## src/rtl/ale_pkg.sv

```systemverilog
// array list engine: shared types and codes
// command and result beat layouts, command and status codes; no dependencies
package ale_pkg;

    localparam int VAL_W = 32;
    localparam int IDX_W = 8;

    localparam logic [3:0] CMD_INS_FRONT = 4'd0;
    localparam logic [3:0] CMD_INS_END   = 4'd1;
    localparam logic [3:0] CMD_INS_POS   = 4'd2;
    localparam logic [3:0] CMD_DEL_FRONT = 4'd3;
    localparam logic [3:0] CMD_DEL_END   = 4'd4;
    localparam logic [3:0] CMD_DEL_POS   = 4'd5;
    localparam logic [3:0] CMD_SEARCH    = 4'd6;
    localparam logic [3:0] CMD_LIST      = 4'd7;
    localparam logic [3:0] CMD_ROTATE    = 4'd8;

    localparam logic [2:0] ST_OK      = 3'd0;
    localparam logic [2:0] ST_FULL    = 3'd1;
    localparam logic [2:0] ST_EMPTY   = 3'd2;
    localparam logic [2:0] ST_RANGE   = 3'd3;
    localparam logic [2:0] ST_ROT_REF = 3'd4;

    typedef struct packed {
        logic [3:0]              cmd;
        logic signed [VAL_W-1:0] value;
        logic [IDX_W-1:0]        position;
        logic [IDX_W-1:0]        rotate_amount;
    } ale_cmd_t;

    typedef struct packed {
        logic [2:0]              status;
        logic signed [VAL_W-1:0] item_value;
        logic [IDX_W-1:0]        item_index;
        logic [IDX_W-1:0]        match_count;
        logic                    last;
    } ale_res_t;

endpackage

```

## src/rtl/ale_cmd_if.sv

```systemverilog
// command channel: valid/ready with one command beat
// depends on ale_pkg
interface ale_cmd_if;
    logic              valid;
    logic              ready;
    ale_pkg::ale_cmd_t data;

    modport source (output valid, output data, input ready);
    modport sink   (input valid, input data, output ready);
endinterface

```

## src/rtl/ale_res_if.sv

```systemverilog
// result channel: valid/ready with one result beat
// depends on ale_pkg
interface ale_res_if;
    logic              valid;
    logic              ready;
    ale_pkg::ale_res_t data;

    modport source (output valid, output data, input ready);
    modport sink   (input valid, input data, output ready);
endinterface

```

## src/rtl/ale_store.sv

```systemverilog
// entry store: one write port, one read port with registered read data
// depends on ale_pkg for the data width
module ale_store #(
    parameter int DEPTH  = 8,
    parameter int ADDR_W = 3
) (
    input  logic                             clk,
    input  logic                             we,
    input  logic [ADDR_W-1:0]                waddr,
    input  logic [ale_pkg::VAL_W-1:0]        wdata,
    input  logic                             re,
    input  logic [ADDR_W-1:0]                raddr,
    output logic [ale_pkg::VAL_W-1:0]        rdata
);

    logic [ale_pkg::VAL_W-1:0] mem [DEPTH];
    logic [ale_pkg::VAL_W-1:0] rdata_reg;

    always_ff @(posedge clk)
    begin
        if (we)
        begin
            mem[waddr] <= wdata;
        end
    end

    // read data holds while no read is issued
    always_ff @(posedge clk)
    begin
        if (re)
        begin
            rdata_reg <= mem[raddr];
        end
    end

    assign rdata = rdata_reg;

endmodule

```

## src/rtl/array_list_engine_core.sv

```systemverilog
// Ordered list of up to CAPACITY signed 32-bit values, kept packed in a single-port-read,
// single-port-write store and walked one entry at a time by a small sequencer. A command
// is taken only while the engine is idle. Every entry visit is a read, then a use or a
// write back. Insert moves the entries from the landing index up, delete moves the later
// entries down, list and rotated view read every entry, and search reads every entry once
// and, with any match, again up to the last match. Results pass through the result register.
// A result waiting to be taken stalls only the step that emits the next one.
// depends on ale_pkg, ale_cmd_if, ale_res_if, ale_store
module array_list_engine_core #(
    parameter int CAPACITY = 8
) (
    input  logic      clk,
    input  logic      rst_n,
    ale_cmd_if.sink   req,
    ale_res_if.source rsp
);

    localparam int AW = $clog2(CAPACITY);
    localparam int CW = $clog2(CAPACITY + 1);

    localparam logic [3:0] S_IDLE      = 4'd0;
    localparam logic [3:0] S_SHUP_RD   = 4'd1;
    localparam logic [3:0] S_SHUP_WR   = 4'd2;
    localparam logic [3:0] S_INS_WR    = 4'd3;
    localparam logic [3:0] S_DEL_RD    = 4'd4;
    localparam logic [3:0] S_DEL_CAP   = 4'd5;
    localparam logic [3:0] S_SHDN_RD   = 4'd6;
    localparam logic [3:0] S_SHDN_WR   = 4'd7;
    localparam logic [3:0] S_CNT_RD    = 4'd8;
    localparam logic [3:0] S_CNT_CHK   = 4'd9;
    localparam logic [3:0] S_SCAN_RD   = 4'd10;
    localparam logic [3:0] S_SCAN_CHK  = 4'd11;
    localparam logic [3:0] S_WALK_RD   = 4'd12;
    localparam logic [3:0] S_WALK_EMIT = 4'd13;
    localparam logic [3:0] S_EMIT      = 4'd14;

    logic [3:0]                state_reg, state_next;
    logic [CW-1:0]             count_reg, count_next;
    logic [CW-1:0]             ptr_reg, ptr_next;
    logic [CW-1:0]             idx_reg, idx_next;
    logic [CW-1:0]             rot_reg, rot_next;
    logic [CW-1:0]             total_reg, total_next;
    logic [CW-1:0]             seen_reg, seen_next;
    logic [ale_pkg::VAL_W-1:0] key_reg, key_next;
    logic [2:0]                pend_status_reg, pend_status_next;
    logic [ale_pkg::VAL_W-1:0] pend_value_reg, pend_value_next;

    logic                      out_valid_reg, out_valid_next;
    ale_pkg::ale_res_t         out_data_reg;

    logic                      emit;
    ale_pkg::ale_res_t         emit_data;
    logic                      emit_ok;

    logic                      mem_we;
    logic [AW-1:0]             mem_waddr;
    logic [ale_pkg::VAL_W-1:0] mem_wdata;
    logic                      mem_re;
    logic [AW-1:0]             mem_raddr;
    logic [ale_pkg::VAL_W-1:0] mem_rdata;

    ale_pkg::ale_cmd_t         cmd_beat;
    logic [8:0]                pos9;
    logic [8:0]                rot9;
    logic [8:0]                n9;
    logic                      list_full;
    logic                      list_empty;
    logic [CW-1:0]             ptr_inc;
    logic [CW-1:0]             walk_src;
    logic [CW-1:0]             seen_inc;
    logic                      hit;

    ale_store #(
        .DEPTH  (CAPACITY),
        .ADDR_W (AW)
    ) u_store (
        .clk   (clk),
        .we    (mem_we),
        .waddr (mem_waddr),
        .wdata (mem_wdata),
        .re    (mem_re),
        .raddr (mem_raddr),
        .rdata (mem_rdata)
    );

    assign cmd_beat   = req.data;
    assign pos9       = {1'b0, cmd_beat.position};
    assign rot9       = {1'b0, cmd_beat.rotate_amount};
    assign n9         = 9'(count_reg);
    assign list_full  = (count_reg == CW'(CAPACITY));
    assign list_empty = (count_reg == '0);
    assign ptr_inc    = ptr_reg + CW'(1);
    assign seen_inc   = seen_reg + CW'(1);
    assign hit        = (mem_rdata == key_reg);
    // right-rotated view: slot i shows entry (i - rot) mod n
    assign walk_src   = (ptr_reg >= rot_reg) ? (ptr_reg - rot_reg)
                                             : (ptr_reg + count_reg - rot_reg);
    assign emit_ok    = !out_valid_reg || rsp.ready;

    assign req.ready  = (state_reg == S_IDLE);
    assign rsp.valid  = out_valid_reg;
    assign rsp.data   = out_data_reg;

    always_comb
    begin
        state_next       = state_reg;
        count_next       = count_reg;
        ptr_next         = ptr_reg;
        idx_next         = idx_reg;
        rot_next         = rot_reg;
        total_next       = total_reg;
        seen_next        = seen_reg;
        key_next         = key_reg;
        pend_status_next = pend_status_reg;
        pend_value_next  = pend_value_reg;
        emit             = 1'b0;
        emit_data        = '0;
        mem_we           = 1'b0;
        mem_waddr        = ptr_reg[AW-1:0];
        mem_wdata        = mem_rdata;
        mem_re           = 1'b0;
        mem_raddr        = ptr_reg[AW-1:0];

        unique case (state_reg)
            S_IDLE:
            begin
                if (req.valid)
                begin
                    key_next         = cmd_beat.value;
                    pend_value_next  = '0;
                    pend_status_next = ale_pkg::ST_OK;
                    ptr_next         = count_reg;
                    rot_next         = '0;
                    unique case (cmd_beat.cmd) inside
                        ale_pkg::CMD_INS_FRONT, ale_pkg::CMD_INS_END,
                        ale_pkg::CMD_INS_POS:
                        begin
                            state_next = S_SHUP_RD;
                            if (cmd_beat.cmd == ale_pkg::CMD_INS_FRONT)
                            begin
                                idx_next = '0;
                            end
                            else if (cmd_beat.cmd == ale_pkg::CMD_INS_END)
                            begin
                                idx_next = count_reg;
                            end
                            else if (list_empty || pos9 == 9'd1)
                            begin
                                idx_next = '0;
                            end
                            else if (pos9 == 9'd0 || pos9 > n9 + 9'd1)
                            begin
                                pend_status_next = ale_pkg::ST_RANGE;
                                state_next       = S_EMIT;
                            end
                            else
                            begin
                                idx_next = CW'(pos9 - 9'd1);
                            end
                            if (state_next == S_SHUP_RD && list_full)
                            begin
                                pend_status_next = ale_pkg::ST_FULL;
                                state_next       = S_EMIT;
                            end
                        end
                        ale_pkg::CMD_DEL_FRONT, ale_pkg::CMD_DEL_END,
                        ale_pkg::CMD_DEL_POS:
                        begin
                            state_next = S_DEL_RD;
                            if (cmd_beat.cmd == ale_pkg::CMD_DEL_FRONT)
                            begin
                                idx_next = '0;
                            end
                            else if (cmd_beat.cmd == ale_pkg::CMD_DEL_END)
                            begin
                                idx_next = count_reg - CW'(1);
                            end
                            else
                            begin
                                idx_next = CW'(pos9 - 9'd1);
                            end
                            if (list_empty)
                            begin
                                pend_status_next = ale_pkg::ST_EMPTY;
                                state_next       = S_EMIT;
                            end
                            else if (cmd_beat.cmd == ale_pkg::CMD_DEL_POS &&
                                     (pos9 == 9'd0 || pos9 > n9))
                            begin
                                pend_status_next = ale_pkg::ST_RANGE;
                                state_next       = S_EMIT;
                            end
                        end
                        ale_pkg::CMD_SEARCH:
                        begin
                            ptr_next   = '0;
                            total_next = '0;
                            state_next = S_CNT_RD;
                        end
                        ale_pkg::CMD_LIST:
                        begin
                            ptr_next = '0;
                            if (list_empty)
                            begin
                                pend_status_next = ale_pkg::ST_EMPTY;
                                state_next       = S_EMIT;
                            end
                            else
                            begin
                                state_next = S_WALK_RD;
                            end
                        end
                        ale_pkg::CMD_ROTATE:
                        begin
                            ptr_next = '0;
                            rot_next = CW'(rot9);
                            if (n9 < 9'd2 || rot9 >= n9)
                            begin
                                pend_status_next = ale_pkg::ST_ROT_REF;
                                state_next       = S_EMIT;
                            end
                            else
                            begin
                                state_next = S_WALK_RD;
                            end
                        end
                        default:
                        begin
                            state_next = S_IDLE;
                        end
                    endcase
                end
            end

            // open a gap at idx by moving entries up, top first
            S_SHUP_RD:
            begin
                if (ptr_reg > idx_reg)
                begin
                    mem_re     = 1'b1;
                    mem_raddr  = ptr_reg[AW-1:0] - AW'(1);
                    state_next = S_SHUP_WR;
                end
                else
                begin
                    state_next = S_INS_WR;
                end
            end

            S_SHUP_WR:
            begin
                mem_we     = 1'b1;
                mem_waddr  = ptr_reg[AW-1:0];
                mem_wdata  = mem_rdata;
                ptr_next   = ptr_reg - CW'(1);
                state_next = S_SHUP_RD;
            end

            S_INS_WR:
            begin
                mem_we     = 1'b1;
                mem_waddr  = idx_reg[AW-1:0];
                mem_wdata  = key_reg;
                count_next = count_reg + CW'(1);
                state_next = S_EMIT;
            end

            S_DEL_RD:
            begin
                mem_re     = 1'b1;
                mem_raddr  = idx_reg[AW-1:0];
                ptr_next   = idx_reg;
                state_next = S_DEL_CAP;
            end

            S_DEL_CAP:
            begin
                pend_value_next = mem_rdata;
                state_next      = S_SHDN_RD;
            end

            // close the gap by moving later entries down
            S_SHDN_RD:
            begin
                if (ptr_inc < count_reg)
                begin
                    mem_re     = 1'b1;
                    mem_raddr  = ptr_inc[AW-1:0];
                    state_next = S_SHDN_WR;
                end
                else
                begin
                    count_next = count_reg - CW'(1);
                    state_next = S_EMIT;
                end
            end

            S_SHDN_WR:
            begin
                mem_we     = 1'b1;
                mem_waddr  = ptr_reg[AW-1:0];
                mem_wdata  = mem_rdata;
                ptr_next   = ptr_inc;
                state_next = S_SHDN_RD;
            end

            // first pass counts matches so the final one can carry last
            S_CNT_RD:
            begin
                if (ptr_reg < count_reg)
                begin
                    mem_re     = 1'b1;
                    state_next = S_CNT_CHK;
                end
                else if (total_reg == '0)
                begin
                    state_next = S_EMIT;
                end
                else
                begin
                    ptr_next   = '0;
                    seen_next  = '0;
                    state_next = S_SCAN_RD;
                end
            end

            S_CNT_CHK:
            begin
                if (hit)
                begin
                    total_next = total_reg + CW'(1);
                end
                ptr_next   = ptr_inc;
                state_next = S_CNT_RD;
            end

            S_SCAN_RD:
            begin
                if (ptr_reg < count_reg)
                begin
                    mem_re     = 1'b1;
                    state_next = S_SCAN_CHK;
                end
                else
                begin
                    state_next = S_IDLE;
                end
            end

            S_SCAN_CHK:
            begin
                if (!hit)
                begin
                    ptr_next   = ptr_inc;
                    state_next = S_SCAN_RD;
                end
                else if (emit_ok)
                begin
                    emit                  = 1'b1;
                    emit_data.status      = ale_pkg::ST_OK;
                    emit_data.item_value  = key_reg;
                    emit_data.item_index  = ale_pkg::IDX_W'(ptr_reg);
                    emit_data.match_count = ale_pkg::IDX_W'(seen_inc);
                    emit_data.last        = (seen_inc == total_reg);
                    seen_next             = seen_inc;
                    ptr_next              = ptr_inc;
                    state_next            = (seen_inc == total_reg) ? S_IDLE : S_SCAN_RD;
                end
            end

            S_WALK_RD:
            begin
                mem_re     = 1'b1;
                mem_raddr  = walk_src[AW-1:0];
                state_next = S_WALK_EMIT;
            end

            S_WALK_EMIT:
            begin
                if (emit_ok)
                begin
                    emit                 = 1'b1;
                    emit_data.status     = ale_pkg::ST_OK;
                    emit_data.item_value = mem_rdata;
                    emit_data.item_index = ale_pkg::IDX_W'(ptr_reg);
                    emit_data.last       = (ptr_inc == count_reg);
                    ptr_next             = ptr_inc;
                    state_next           = (ptr_inc == count_reg) ? S_IDLE : S_WALK_RD;
                end
            end

            S_EMIT:
            begin
                if (emit_ok)
                begin
                    emit                 = 1'b1;
                    emit_data.status     = pend_status_reg;
                    emit_data.item_value = pend_value_reg;
                    emit_data.last       = 1'b1;
                    state_next           = S_IDLE;
                end
            end

            default:
            begin
                state_next = S_IDLE;
            end
        endcase
    end

    assign out_valid_next = emit || (out_valid_reg && !rsp.ready);

    always_ff @(posedge clk or negedge rst_n)
    begin
        if (!rst_n)
        begin
            state_reg     <= S_IDLE;
            count_reg     <= '0;
            out_valid_reg <= 1'b0;
        end
        else
        begin
            state_reg     <= state_next;
            count_reg     <= count_next;
            out_valid_reg <= out_valid_next;
        end
    end

    always_ff @(posedge clk)
    begin
        ptr_reg         <= ptr_next;
        idx_reg         <= idx_next;
        rot_reg         <= rot_next;
        total_reg       <= total_next;
        seen_reg        <= seen_next;
        key_reg         <= key_next;
        pend_status_reg <= pend_status_next;
        pend_value_reg  <= pend_value_next;
        if (emit)
        begin
            out_data_reg <= emit_data;
        end
    end

endmodule

```

## src/flat_wrapper.sv

```systemverilog
// flat-port wrapper written by rule: the top's interface ports become plain ports
module array_list_engine_core_flat 
#(
    parameter int CAPACITY = 8
)
  (clk, rst_n, req_valid, req_data, req_ready, rsp_valid, rsp_data, rsp_ready);
  ale_cmd_if req_i ();
  ale_res_if rsp_i ();
  input  logic clk;
  input  logic rst_n;
  input wire logic [$bits(req_i.valid)-1:0] req_valid;
  input wire logic [$bits(req_i.data)-1:0] req_data;
  output wire logic [$bits(req_i.ready)-1:0] req_ready;
  output wire logic [$bits(rsp_i.valid)-1:0] rsp_valid;
  output wire logic [$bits(rsp_i.data)-1:0] rsp_data;
  input wire logic [$bits(rsp_i.ready)-1:0] rsp_ready;
  assign req_i.valid = req_valid;
  assign req_i.data = req_data;
  assign req_ready = req_i.ready;
  assign rsp_valid = rsp_i.valid;
  assign rsp_data = rsp_i.data;
  assign rsp_i.ready = rsp_ready;
  array_list_engine_core #(.CAPACITY(CAPACITY)) u_core (.clk(clk), .rst_n(rst_n), .req(req_i), .rsp(rsp_i));
endmodule
```

## config.mk

```make
export PLATFORM = sky130hd
export DESIGN_NAME = array_list_engine_core_flat
export DESIGN_NICKNAME = d
export VERILOG_FILES = /design/src/rtl/ale_pkg.sv /design/src/rtl/ale_cmd_if.sv /design/src/rtl/ale_res_if.sv /design/src/rtl/ale_store.sv /design/src/rtl/array_list_engine_core.sv /design/src/flat_wrapper.sv
export SDC_FILE = /design/constraint.sdc
export NUM_CORES = 1
export LEC_CHECK = 0
export BUFFER_PORTS_ARGS = -buffer_cell sky130_fd_sc_hd__buf_4
export CAP_MARGIN = 20
export CORE_MARGIN = 5
export CORE_UTILIZATION = 30
export CTS_BUF_LIST = sky130_fd_sc_hd__clkbuf_4 sky130_fd_sc_hd__clkbuf_8
export CTS_CLUSTER_DIAMETER = 30
export DETAILED_ROUTE_END_ITERATION = 8
export GPL_TIMING_DRIVEN = 0
export PLACE_DENSITY = 0.48
export SLEW_MARGIN = 0
export SYNTH_ARGS = -nofsm -noshare
export SYNTH_HDL_FRONTEND = slang
export SYNTH_HIERARCHICAL = 1
export SYNTH_SLANG_ARGS = --single-unit
```

## constraint.sdc

```tcl
create_clock -name clk -period 7.4 [get_ports clk]
set_input_delay 0.74 -clock clk [delete_from_list [all_inputs] [get_ports clk]]
set_output_delay 0.74 -clock clk [all_outputs]
set_load 0.01 [all_outputs]
```

Word level (Yosys, flattened, before mapping)
Memories as Yosys holds them, arrays and structs flattened. A register that Yosys moved wholly into a read port is not among the register bits.
Index checks and enable logic that the tools add are counted.
{ "totals": {"reg_bits": 148, "mem_bits_rw": 256, "output_inout_bits": 54, "wordCells": 204, "mem_count": 1} }
{ "classes": {"add_sub_neg": 12, "order_cmp": 8, "eq_ne": 40, "n_mux": 85, "n_reduce_logical": 41} }
{ "memory_table": {"columns": ["memory", "depth", "word_bits", "rd", "rd_ports_with_merged_regs", "write_ports", "line", "source"], "rows": [
  ["u_core.u_store.mem", 8, 32, 1, 1, 1, "ale_store.sv:16", "logic [ale_pkg::VAL_W-1:0] mem [DEPTH];"]
]} }
{ "op_table": {"columns": ["op", "n"], "rows": [
  ["$mux 4", 38],
  ["$pmux 35 s3", 1],
  ["$mux 32", 2],
  ["$pmux 32 s2", 1],
  ["$pmux 4 s14", 1],
  ["$mux 52", 1],
  ["$mux 49", 1],
  ["$mux 40", 1],
  ["$eq 4x4->1 const B", 9],
  ["$mux 35", 1],
  ["$mux 3", 11],
  ["$eq 32x32->1", 1],
  ["$eq 4x3->1 const B", 8],
  ["$pmux 4 s2", 4],
  ["$pmux 4 s7", 1],
  ["$pmux 3 s4", 2],
  ["$pmux 4 s5", 1],
  ["$add 4x1->4 const B", 4],
  ["$eq 4x2->1 const B", 4],
  ["$logic_not 4->1", 4],
  ["$pmux 8 s2", 1],
  ["$reduce_and 4->1", 4],
  ["$eq 4x1->1 const B", 3],
  ["$ne 2x1->1 const B", 6],
  ["33 further kinds", 76]
]} }

Logic depth before layout (Yosys ltp)
Gate-level depths: netlist of the first run.
{ "depth": {"word_depth": 16, "ltp_mapped": 15, "depth_no_buf": 13} }

Hierarchy
The synthesis of the first run kept the hierarchy.
{ "by_module_without_submodules": {"columns": ["module", "n_inst", "cells_per_inst", "area_per_inst_um2", "seq_area_each_um2"], "rows": [
  ["ale_store", 1, 415, 10786.6, 8648.3],
  ["array_list_engine_core", 1, 743, 8365.5, 4159.0]
]} }

Worst setup path after synthesis of the first run
OpenSTA, ideal clock, no wires.
{ "synth_timing": {"kind": "reg2reg", "start": "register u_core.count_reg[2]", "end": "register u_core.u_store.rdata_reg, in the netlist u_core/u_store/rdata[0], read port of u_core.u_store.mem, enable pin", "arrival_ns": 3.990, "t_required_ns": 6.930, "path_slack_ns": 2.940, "stages_incl_launch_ff": 8, "n_path_buf": 1, "period_less_slack_ns": 4.460, "path_cell_list": "dfrtp_1 -> clkbuf_1 -> inv_1 -> ha_1 -> o21ai_0 -> a21oi_1 -> or2_1 -> o31ai_1"} }
{ "synth_lines": {"columns": ["element", "line", "source"], "rows": [
  ["start, declared", "array_list_engine_core.sv:38", "logic [CW-1:0] count_reg, count_next;"],
  ["start signal, assigned", "array_list_engine_core.sv:424", "count_reg <= count_next;"],
  ["$lt 4x4->1 (on tied branches)", "array_list_engine_core.sv:310, array_list_engine_core.sv:339, array_list_engine_core.sv:285", null],
  ["$mux 1 (on tied branches)", "array_list_engine_core.sv:310, array_list_engine_core.sv:339, array_list_engine_core.sv:285", null],
  ["$pmux 1 s4 *", "array_list_engine_core.sv:124", "unique case (state_reg)"],
  ["named net u_core.mem_re", "array_list_engine_core.sv:58", "logic mem_re;"],
  ["end, declared", "ale_store.sv:17", "logic [ale_pkg::VAL_W-1:0] rdata_reg;"]
]} }
The timed path passes the listed nets; every way through them passes the cells marked *.
A chain may end at the register's enable or synchronous reset.

Worst setup path in the final report of the first run
{ "layout_timing": {"start": "register u_core.ptr_reg[1]", "end": "register u_core.u_store.rdata_reg, in the netlist u_core/u_store/rdata[27], read port of u_core.u_store.mem (data pin)"} }
{ "layout_between": {"elab_chain_len": 4} }
{ "layout_rtl": {"columns": ["element", "line", "source"], "rows": [
  ["start, declared", "array_list_engine_core.sv:39", "logic [CW-1:0] ptr_reg, ptr_next;"],
  ["start signal, assigned", "array_list_engine_core.sv:431", "ptr_reg <= ptr_next;"],
  ["$add 4x1->4 / $add 3x3->3 (equally long branches)", "array_list_engine_core.sv:92, array_list_engine_core.sv:97", null],
  ["$lt 4x4->1 / $sub 3x3->3 (equally long branches)", "array_list_engine_core.sv:285, array_list_engine_core.sv:97", null],
  ["$mux 3 (on tied branches)", "array_list_engine_core.sv:285, array_list_engine_core.sv:96", null],
  ["$pmux 3 s4 *", "array_list_engine_core.sv:124", null],
  ["named net u_core.mem_raddr[2]", "array_list_engine_core.sv:59", "logic [AW-1:0] mem_raddr;"]
]} }
Marked as above.

==> flow_summary_export.csv, run 1 <==
group,metric,value,unit
run_status,run_status,"completed",
setup_path,regToRegEndpoint,"u_core/u_store/rdata[27]$_DFFE_PP_",
clock_tree,cts_root_buf,"clkbuf_8",
layout,num_antenna_cells,0,
drt,routed_wl,53.0,mm
die,core,0.0632,mm2
timing,fin_tns_setup,0,ps
synth,yosysSeqAreaShare,66.9,%
setup_path,worst-setup-path-type,"register to register",
layout,final_common_cell,"edfxtp_1",
timing,finalSetupViolations,0,
setup_path,crit_chain,"inv_1 -> ha_1 -> ha_1 -> nand2b_1 -> a21oi_1 -> or2_2 -> o21ai_0 -> a21boi_0 -> o21ai_0 -> o311ai_0 -> clkbuf_1 -> buf_2 -> mux4_1 -> mux2_2",
clock_tree,clk_latency,710,ps
layout,layout-drive-gt1-share,29.9,%
setup_path,cp-end-kind,"register",
clock_tree,clock_sinks,428,
global_route,grt_max_degree,35,
synth,syn_area_per_cell,16.5,um2
timing,finalHoldViolations,0,
layout,largest_register_ffs,256,
layout,num-nets-final,1490,
placement,dp_slack,2240,ps
global_route,grt_pass1_wl,78.3,mm
timing,rsz0062_at_grt,"false",
die,start_util,30.3,%
flow_run,max_cap_violations,0,
power,leakage,8.76,nW
global_route,grt_antenna_before_repair,1,
synth,ys.flop_type,"edfxtp_1",
power,ir_drop,0.163,mV
drt,wl_per_cell,22.8,um
layout,final_cell_mix,"edfxtp_1 (419), clkbuf_8 (108), buf_4 (107)",
min_path,hold_depth,1,
layout,area_delta_synth_final,24.8,%
timing,final.min_clock_period,5190,ps
placement,placed_area,0.0214,mm2
layout,regMostFlops,"u_core/u_store/mem",
setup_path,rrSetupSlack,2210,ps
drt,drt_iter0_markers,1105,
drt,firstDrtPassIters,7,
setup_path,start_kind,"register",
setup_path,r2r_start,"u_core/ptr_reg[1]$_DFFE_PP_",
placement,place_hpwl,35.9,mm
synth,yosys_warnings,6,
timing,tightest_slew,969,ps
clock_tree,clk_pin_slew,50,ps
timing,slew_headroom,34.9,%
min_path,holdPathEnd,"u_core/key_reg[17]$_DFFE_PP_",
drt,detail-route-antenna-nets,0,
setup_path,critical_path_arrival,5620,ps
min_path,hp-class,"input port to register",
synth,yosysUniqueCellTypes,71,
die,fp.dieW,263,um
synth,syn_area,0.0192,mm2
clock_tree,cts.repair.resized,0,
clock_tree,cts_buffers,104,
die,die_h,263,um
synth,synth_cells,1158,
power,power_density,447,mW/mm2
drt,via_per_inst,4.95,
drt,vias,11487,
synth,ys_seq_elements,428,
setup_path,path_max_fanout,10,
global_route,grtUsageTotal,15.0,%
clock_tree,cts_max_path_buffers,3,
setup_path,reg2reg_depth,14,
layout,final_area,0.0239,mm2
setup_path,worstPathRequired,7830,ps
global_route,grt_pass1_vias,11978,
placement,finalWeightedCongestion,0.864,
die,die_area,0.0690,mm2
timing,finClkSkew,50.4,ps
synth,synth_edf_count,419,
power,total_power,10.7,mW
placement,port_buffers,99,
min_path,hold_start,"req_data[33]",
clock_tree,tritoncts,"built",
die,num_rows,92,
timing,finalCritPeriodShare,70.2,%
setup_path,crit_slowest_cell,"edfxtp_1",
timing,slew_viol_final,0,
timing,fmax,0.193,GHz
synth,async_reset_ff_share,2.10,%
drt,drcViolationCount,0,
setup_path,slowest_delay,650,ps
clock_tree,cts_max_level,3,
timing,setup_slack,2210,ps
global_route,grt_remaining_overflow,0,
die,ioPinCount,110,
[final cells by class]
class	count	area [um2]
Multi-Input combinational cell	613	5860
Clock buffer	116	1550
Sequential cell	428	12800
Inverter	65	246
Tap cell	846	1060
Clock inverter	73	933
Buffer	59	345
Timing Repair Buffer	119	1100
Fill cell	5969	39300
[power breakdown]
part / internal (mW) / leakage, nW / switching [mW]
logic: 1.56 / 3.58 / 2.10
clock network: 2.12 / 1.23 / 1.19
registers: 3.44 / 3.94 / 0.270
[synth_stat cells (3+ instances only)]
cell / instances / area share (%)
a211oi_1: 3 / 0.12
a21o_1: 8 / 0.31
a21oi_1: 29 / 0.76
a221o_1: 7 / 0.37
a222oi_1: 33 / 1.7
a22o_1: 4 / 0.18
a31oi_1: 4 / 0.13
and2_1: 9 / 0.29
and3_1: 40 / 1.3
and4b_1: 3 / 0.16
buf_1: 5 / 0.098
buf_2: 15 / 0.39
buf_4: 8 / 0.31
buf_6: 10 / 0.59
clkbuf_1: 21 / 0.41
dfrtp_1: 9 / 1.2
edfxtp_1: 419 / 66
fa_1: 3 / 0.31
ha_1: 41 / 2.7
inv_1: 64 / 1.3
mux2_2: 66 / 3.9
mux4_1: 40 / 5.5
mux4_2: 24 / 2.8
nand2_1: 40 / 0.78
nand2b_1: 13 / 0.42
nand3_1: 11 / 0.29
nand4_1: 4 / 0.13
nor2_1: 41 / 0.80
nor2b_1: 9 / 0.29
nor3_1: 19 / 0.50
nor4_1: 11 / 0.36
nor4b_1: 3 / 0.14
o211ai_1: 3 / 0.12
o21a_1: 3 / 0.12
o21ai_0: 26 / 0.68
o221ai_1: 6 / 0.27
o31ai_1: 5 / 0.20
or2_2: 5 / 0.16
xnor2_1: 18 / 0.82
xor2_1: 37 / 1.7
[cells by family (layout without fill, tap and decap cells)]
group	Yosys count	after routing	synth area share, %
mux	131	131	12.2
fa+ha+maj	44	44	2.99
buf+inv	124	432	3.09
other cells	1	8	0.0196
flops	428	428	66.9
compound gates	151	151	5.83
xor+xnor	56	56	2.64
simple gates	223	223	6.30
[layer usage]
layer	vias up	global-route usage, %	routed length, um
met2	434	25.5	26400
met3	71	3.04	3180
li1	5129	-	-
met5	-	0	0
met4	0	4.59	996
met1	5853	19.6	22300
[critical path: cells and delay by family (launching register included)]
kind            cells  cell delay, ps
compound gates      5            1240
fa+ha+maj           2             760
buf+inv             3            1400
flops               1             650
mux                 2             640
simple gates        2             250
[what timing repair did]
action                    in CTS  in global routing
hold endpoints to repair       9                  0
hold buffers                   1                  0
buffers inserted               0                  0
[worst max-delay path by stage]
stage	slack, ps	cells past startpoint	start	to
finish	2210	14	u_core/ptr_reg[1]$_DFFE_PP_	u_core/u_store/rdata[27]$_DFFE_PP_
global placement	-530	7	u_core/state_reg[0]$_DFFE_PN0P_	u_core/u_store/mem[0][7]$_DFFE_PP_
global route	1950	15	u_core/ptr_reg[2]$_DFFE_PP_	u_core/u_store/rdata[22]$_DFFE_PP_
detailed placement	2240	14	u_core/ptr_reg[1]$_DFFE_PP_	u_core/u_store/rdata[21]$_DFFE_PP_
CTS	2240	14	u_core/ptr_reg[1]$_DFFE_PP_	u_core/u_store/rdata[26]$_DFFE_PP_
floorplan	2940	7	u_core/count_reg[2]$_DFFE_PN0P_	u_core/u_store/rdata[0]$_DFFE_PP_
[per-stage QoR]
stage | util [%] | cells | hold WS, ps
after floorplan | - | 1165 | 444
after global placement | 33.2 | 2110 | 509
after detailed placement | 33.9 | 2129 | 519
after CTS | 37.8 | 2319 | 139
after global routing | 37.8 | 2319 | 165
final | 37.8 | 2319 | 211
(Power assumes the default switching activity.)
==> run 2: changes to the inputs <==
==> constraint.sdc (replaced) <==
create_clock -name clk -period 5.12 [get_ports clk]
set_input_delay 0.512 -clock clk [delete_from_list [all_inputs] [get_ports clk]]
set_output_delay 0.512 -clock clk [all_outputs]
set_load 0.01 [all_outputs]
==> flow_summary_export.csv, run 2 (synthesized netlist as in run 1, its figures left out) <==
group,metric,value,unit
flow_run,max_cap_violations,0,
die,ioPinCount,110,
clock_tree,tritoncts,"built",
global_route,grt_pass1_wl,78.7,mm
power,power_density,638,mW/mm2
timing,fmax,0.214,GHz
clock_tree,clk_latency,700,ps
drt,via_per_inst,4.92,
drt,drt_iter0_markers,1094,
layout,finalNonFillerCells,2351,
timing,finalSetupViolations,0,
timing,final.min_clock_period,4680,ps
clock_tree,cts_max_path_buffers,3,
layout,layout-drive-gt1-share,29.4,%
die,num_rows,92,
layout,final_area,0.0242,mm2
setup_path,critical_path_arrival,5090,ps
timing,fin_tns_setup,0,ps
clock_tree,clock_sinks,428,
timing,finalCritPeriodShare,91.5,%
layout,largest_register_ffs,256,
drt,routed_wl,53.0,mm
drt,firstDrtPassIters,7,
power,ir_drop,0.235,mV
clock_tree,clk_pin_slew,50,ps
clock_tree,cts_buffers,104,
die,start_util,30.3,%
global_route,grt_remaining_overflow,0,
min_path,hp-class,"input port to register",
timing,tightest_slew,1060,ps
setup_path,worst-setup-path-type,"register to register",
drt,detail-route-antenna-nets,0,
clock_tree,cts_root_buf,"clkbuf_8",
global_route,grt_max_degree,35,
placement,port_buffers,99,
setup_path,cp-end-kind,"register",
die,core,0.0632,mm2
global_route,grt_antenna_before_repair,1,
run_status,run_status,"completed",
power,leakage,8.90,nW
layout,area_delta_synth_final,26.5,%
clock_tree,cts_max_level,3,
global_route,grtUsageTotal,15.1,%
timing,holdWs,199,ps
placement,finalWeightedCongestion,0.864,
timing,rsz0062_at_grt,"false",
setup_path,worstPathRequired,5530,ps
clock_tree,postCtsSetupBuffers,0,
setup_path,path_max_fanout,10,
timing,slew_viol_final,0,
global_route,grt_pass1_vias,12081,
timing,finClkSkew,43.6,ps
timing,finalHoldViolations,0,
drt,drcViolationCount,0,
die,fp.dieW,263,um
drt,vias,11561,
layout,final_common_cell,"edfxtp_1",
placement,place_hpwl,35.9,mm
layout,fillers,5934,
die,die_area,0.0690,mm2
placement,placed_cells,2129,
drt,wl_per_cell,22.6,um
layout,regMostFlops,"u_core/u_store/mem",
layout,num_antenna_cells,0,
layout,fin_util,38.3,%
die,die_h,263,um
setup_path,rrSetupSlack,440,ps
setup_path,start_kind,"register",
layout,num-nets-final,1522,
placement,placed_area,0.0214,mm2
timing,slew_headroom,28.9,%
layout,final_cell_mix,"edfxtp_1 (419), clkbuf_8 (108), buf_4 (107)",
## run 2: cell types whose count changed in the layout (fill, tap and decap cells not counted)
cell	change
a21boi_1	+1
clkbuf_2	+1
dlygate4sd3_1	+32
a21boi_0	-1
clkbuf_1	-1
## run 2: final timing paths
path | from | end | cells after the start
max | u_core/ptr_reg[1]$_DFFE_PP_ | u_core/u_store/rdata[22]$_DFFE_PP_ | 14
min | req_data[3] | u_core/rot_reg[3]$_SDFFCE_PN0P_ | 2
max reg2reg | u_core/ptr_reg[1]$_DFFE_PP_ | u_core/u_store/rdata[22]$_DFFE_PP_ | 14
min reg2reg | u_core/pend_status_reg[0]$_DFFE_PP_ | u_core/rsp.data[49]$_DFFE_PP_ | 1
max in group asynchronous | rst_n | u_core/count_reg[0]$_DFFE_PN0P_ | 2
min in group asynchronous | rst_n | u_core/count_reg[2]$_DFFE_PN0P_ | 2
## run 2: power by group
part | total [mW] | internal (mW) | switching, mW
combinational | 5.32 | 2.27 | 3.04
clock | 4.77 | 3.06 | 1.71
sequential | 5.36 | 4.97 | 0.391
## run 2: cell type report
type / count / area, um2 / area share (%)
Buffer: 59 / 347 / 1.43
Clock buffer: 116 / 1550 / 6.38
Clock inverter: 73 / 933 / 3.85
Inverter: 65 / 246 / 1.02
Multi-Input combinational cell: 613 / 5860 / 24.2
Sequential cell: 428 / 12800 / 52.9
Tap cell: 846 / 1060 / 4.37
Timing Repair Buffer: 151 / 1430 / 5.88
## run 2: what timing repair did
| action | 4_1_cts | 5_1_grt |
|---|---|---|
| endpoints found under the hold margin | 41 | 0 |
| endpoints found under the setup margin | 18 | 18 |
| resized for setup | 1 | 1 |
| hold buffers | 33 | 0 |
## run 2: stage by stage
stage / total power, mW / worst slack (ps)
3_5_place_dp: 10.8 / -36.6
4_1_cts: 15.6 / 222
6_report: 15.5 / 437
3_3_place_gp: 10.6 / -2810
2_1_floorplan: 8.81 / 660
5_1_grt: 16.2 / 181
## run 2: layer usage
metal  part of all wire [%]  routed length (um)  track usage [%]  up-vias
li1                       -                   -                -     5195
met1                     42               22500             19.6     5893
met2                     50               26500             25.6      399
met3                    5.8                3060             3.05       74
met4                    1.9                1000             4.59        0
met5                      0                   0                0        -
## run 2: worst max-delay path, stage by stage (launching register included)
cell,delay (ps)
edfxtp_1,650
inv_1,270
ha_1,430
ha_1,320
nand2b_1,60
a21oi_1,190
or2_2,190
o21ai_0,80
a21boi_1,440
o21ai_0,170
o311ai_0,160
clkbuf_2,410
buf_2,430
mux4_2,360
mux2_2,270
==> run 3: changes to the inputs <==
--- a/config.mk
+++ b/config.mk
@@ -13,7 +13,7 @@
 export CTS_CLUSTER_DIAMETER = 30
 export DETAILED_ROUTE_END_ITERATION = 8
 export GPL_TIMING_DRIVEN = 0
-export PLACE_DENSITY = 0.48
+export PLACE_DENSITY_LB_ADDON = 0.1
 export SLEW_MARGIN = 0
 export SYNTH_ARGS = -nofsm -noshare
 export SYNTH_HDL_FRONTEND = slang
==> flow_summary_export.csv, run 3 (synthesized netlist as in run 1, its figures left out) <==
group,metric,value,unit
run_status,run_status,"completed",
layout,seqCellArea,0.0128,mm2
setup_path,cp-end-kind,"register",
die,fp.dieW,263,um
setup_path,crit_slowest_cell,"edfxtp_1",
layout,fin_util,38.0,%
setup_path,worstPathRequired,5520,ps
layout,area_delta_synth_final,25.3,%
timing,finalHoldViolations,0,
drt,drt_iter0_markers,1011,
setup_path,worst-setup-path-type,"register to register",
die,num_rows,92,
clock_tree,cts_max_level,3,
power,combPwrFrac,35.4,%
timing,fin_tns_setup,0,ps
min_path,hp-class,"input port to register",
global_route,grt_remaining_overflow,0,
setup_path,rrSetupSlack,390,ps
clock_tree,cts_buffers,103,
global_route,use_met1,20.7,%
timing,slew_viol_final,0,
drt,vias,11474,
global_route,grt_pass1_wl,80.6,mm
timing,finalSetupViolations,0,
layout,num-nets-final,1523,
layout,largest_register_ffs,256,
die,ioPinCount,110,
clock_tree,clock_sinks,428,
die,core,0.0632,mm2
layout,regMostFlops,"u_core/u_store/mem",
layout,multi_input_area,0.00586,mm2
timing,final.min_clock_period,4730,ps
setup_path,regToRegEndpoint,"u_core/u_store/rdata[18]$_DFFE_PP_",
global_route,grt_max_degree,28,
clock_tree,clk_latency,700,ps
timing,fmax,0.212,GHz
clock_tree,postCtsSetupBuffers,0,
drt,drcViolationCount,0,
global_route,grtUsageTotal,15.5,%
drt,detail-route-antenna-nets,0,
global_route,grt_pass1_vias,12003,
power,leakage,8.80,nW
timing,slew_headroom,31.6,%
setup_path,cp.depth,14,
global_route,grt.busiest_layer,"met2",
setup_path,start_kind,"register",
placement,port_buffers,99,
timing,tightest_slew,1020,ps
layout,fillers,5994,
timing,rsz0062_at_grt,"false",
setup_path,slowest_delay,670,ps
power,total_power,15.1,mW
power,p_sw,5.17,mW
setup_path,critical_path_arrival,5130,ps
clock_tree,cts_root_buf,"clkbuf_8",
placement,finalWeightedCongestion,0.835,
setup_path,worstSetupStartpoint,"u_core/ptr_reg[1]$_DFFE_PP_",
timing,finClkSkew,48.5,ps
setup_path,path_delay_family,"buffers and inverters",
power,p_seq_share,35.5,%
die,start_util,30.3,%
setup_path,crit_chain,"inv_1 -> ha_1 -> ha_1 -> nand2b_1 -> a21oi_1 -> or2_2 -> o21ai_0 -> a21boi_1 -> o21ai_0 -> o311ai_0 -> clkbuf_2 -> buf_2 -> mux4_2 -> mux2_2",
timing,finalCritPeriodShare,92.3,%
clock_tree,cts_max_path_buffers,3,
placement,place_hpwl,37.3,mm
power,p_sw_share,34.2,%
drt,firstDrtPassIters,7,
setup_path,reg2reg_depth,14,
setup_path,path_max_fanout,10,
die,die_area,0.0690,mm2
die,die_h,263,um
drt,routed_wl,54.7,mm
power,power_density,629,mW/mm2
layout,layout-drive-gt1-share,29.0,%
setup_path,r2r_start,"u_core/ptr_reg[1]$_DFFE_PP_",
clock_tree,clk_pin_slew,50,ps
power,clockPowerShare,29.1,%
drt,via_per_inst,4.88,
clock_tree,tritoncts,"built",
power,internal-power,9.93,mW
drt,wl_per_cell,23.3,um
global_route,grt_antenna_before_repair,1,
setup_path,crit_buf_inv,3,
setup_path,crit_end,"u_core/u_store/rdata[18]$_DFFE_PP_",
layout,final_cell_mix,"edfxtp_1 (419), buf_4 (107), clkbuf_8 (104)",
power,ir_drop,0.271,mV
global_route,grt_use_met3,3.15,%
layout,final_common_cell,"edfxtp_1",
flow_run,max_cap_violations,0,
global_route,use_met2,26.1,%
-- run 3: cell count changes in the layout (fill, tap and decap cells not counted), moves of 3 or more --
cell | previous run | this run
clkbuf_8 | 108 | 104
clkinv_1 | 15 | 24
buf_6 | 15 | 18
bufinv_16 | 20 | 14
-- run 3: per-stage QoR --
step	std cells	hold WS [ps]	instance area, um2	setup slack (ps)
global placement	2110	359	21000	-3010
finish	2353	155	24000	394
detailed placement	2131	362	21400	-78.8
floorplan	1165	216	19200	660
CTS	2352	94.4	24000	26.6
global route	2353	117	24000	65.8
-- run 3: worst min path at each step --
stage / endpoint / from / cells after the start
after global placement: u_core/count_reg[0]$_DFFE_PN0P_ / rst_n / 1
after floorplan: u_core/count_reg[0]$_DFFE_PN0P_ / rst_n / 0
after global routing: u_core/rot_reg[1]$_SDFFCE_PN0P_ / req_data[1] / 2
after detailed placement: u_core/count_reg[3]$_DFFE_PN0P_ / rst_n / 1
final: u_core/rot_reg[1]$_SDFFCE_PN0P_ / req_data[1] / 2
after CTS: u_core/rot_reg[1]$_SDFFCE_PN0P_ / req_data[1] / 2
-- run 3: repair_timing --
action                                 in CTS  in global routing
endpoints found under the hold margin      41                  0
hold buffers                               33                  0
setup endpoints to repair                  32                 32
cloned                                      0                  0
resized for setup                           1                  6
-- run 3: metal layers --
layer  wire length, um  vias up
li1                  -     5193
met1             24300     5892
met2             26900      305
met3              2380       84
met4              1130        0
met5                 0        -
-- run 3: power groups by stage --
stage	sequential (mW)	combinational, mW	clock [mW]
5_1_grt	5.43	5.80	4.70
3_5_place_dp	5.43	5.39	0
3_3_place_gp	5.51	5.15	0
4_1_cts	5.37	5.45	4.52
2_1_floorplan	5.33	3.47	0
6_report	5.37	5.34	4.39
-- run 3: cell type report --
| cell class | instances | area share, % |
|---|---|---|
| Antenna cell | 1 | 0.0104 |
| Clock inverter | 75 | 3.20 |
| Multi-Input combinational cell | 613 | 24.4 |
| Buffer | 59 | 1.45 |
| Clock buffer | 113 | 6.24 |
| Tap cell | 846 | 4.41 |
| Timing Repair Buffer | 153 | 5.89 |
| Sequential cell | 428 | 53.4 |
| Inverter | 65 | 1.03 |
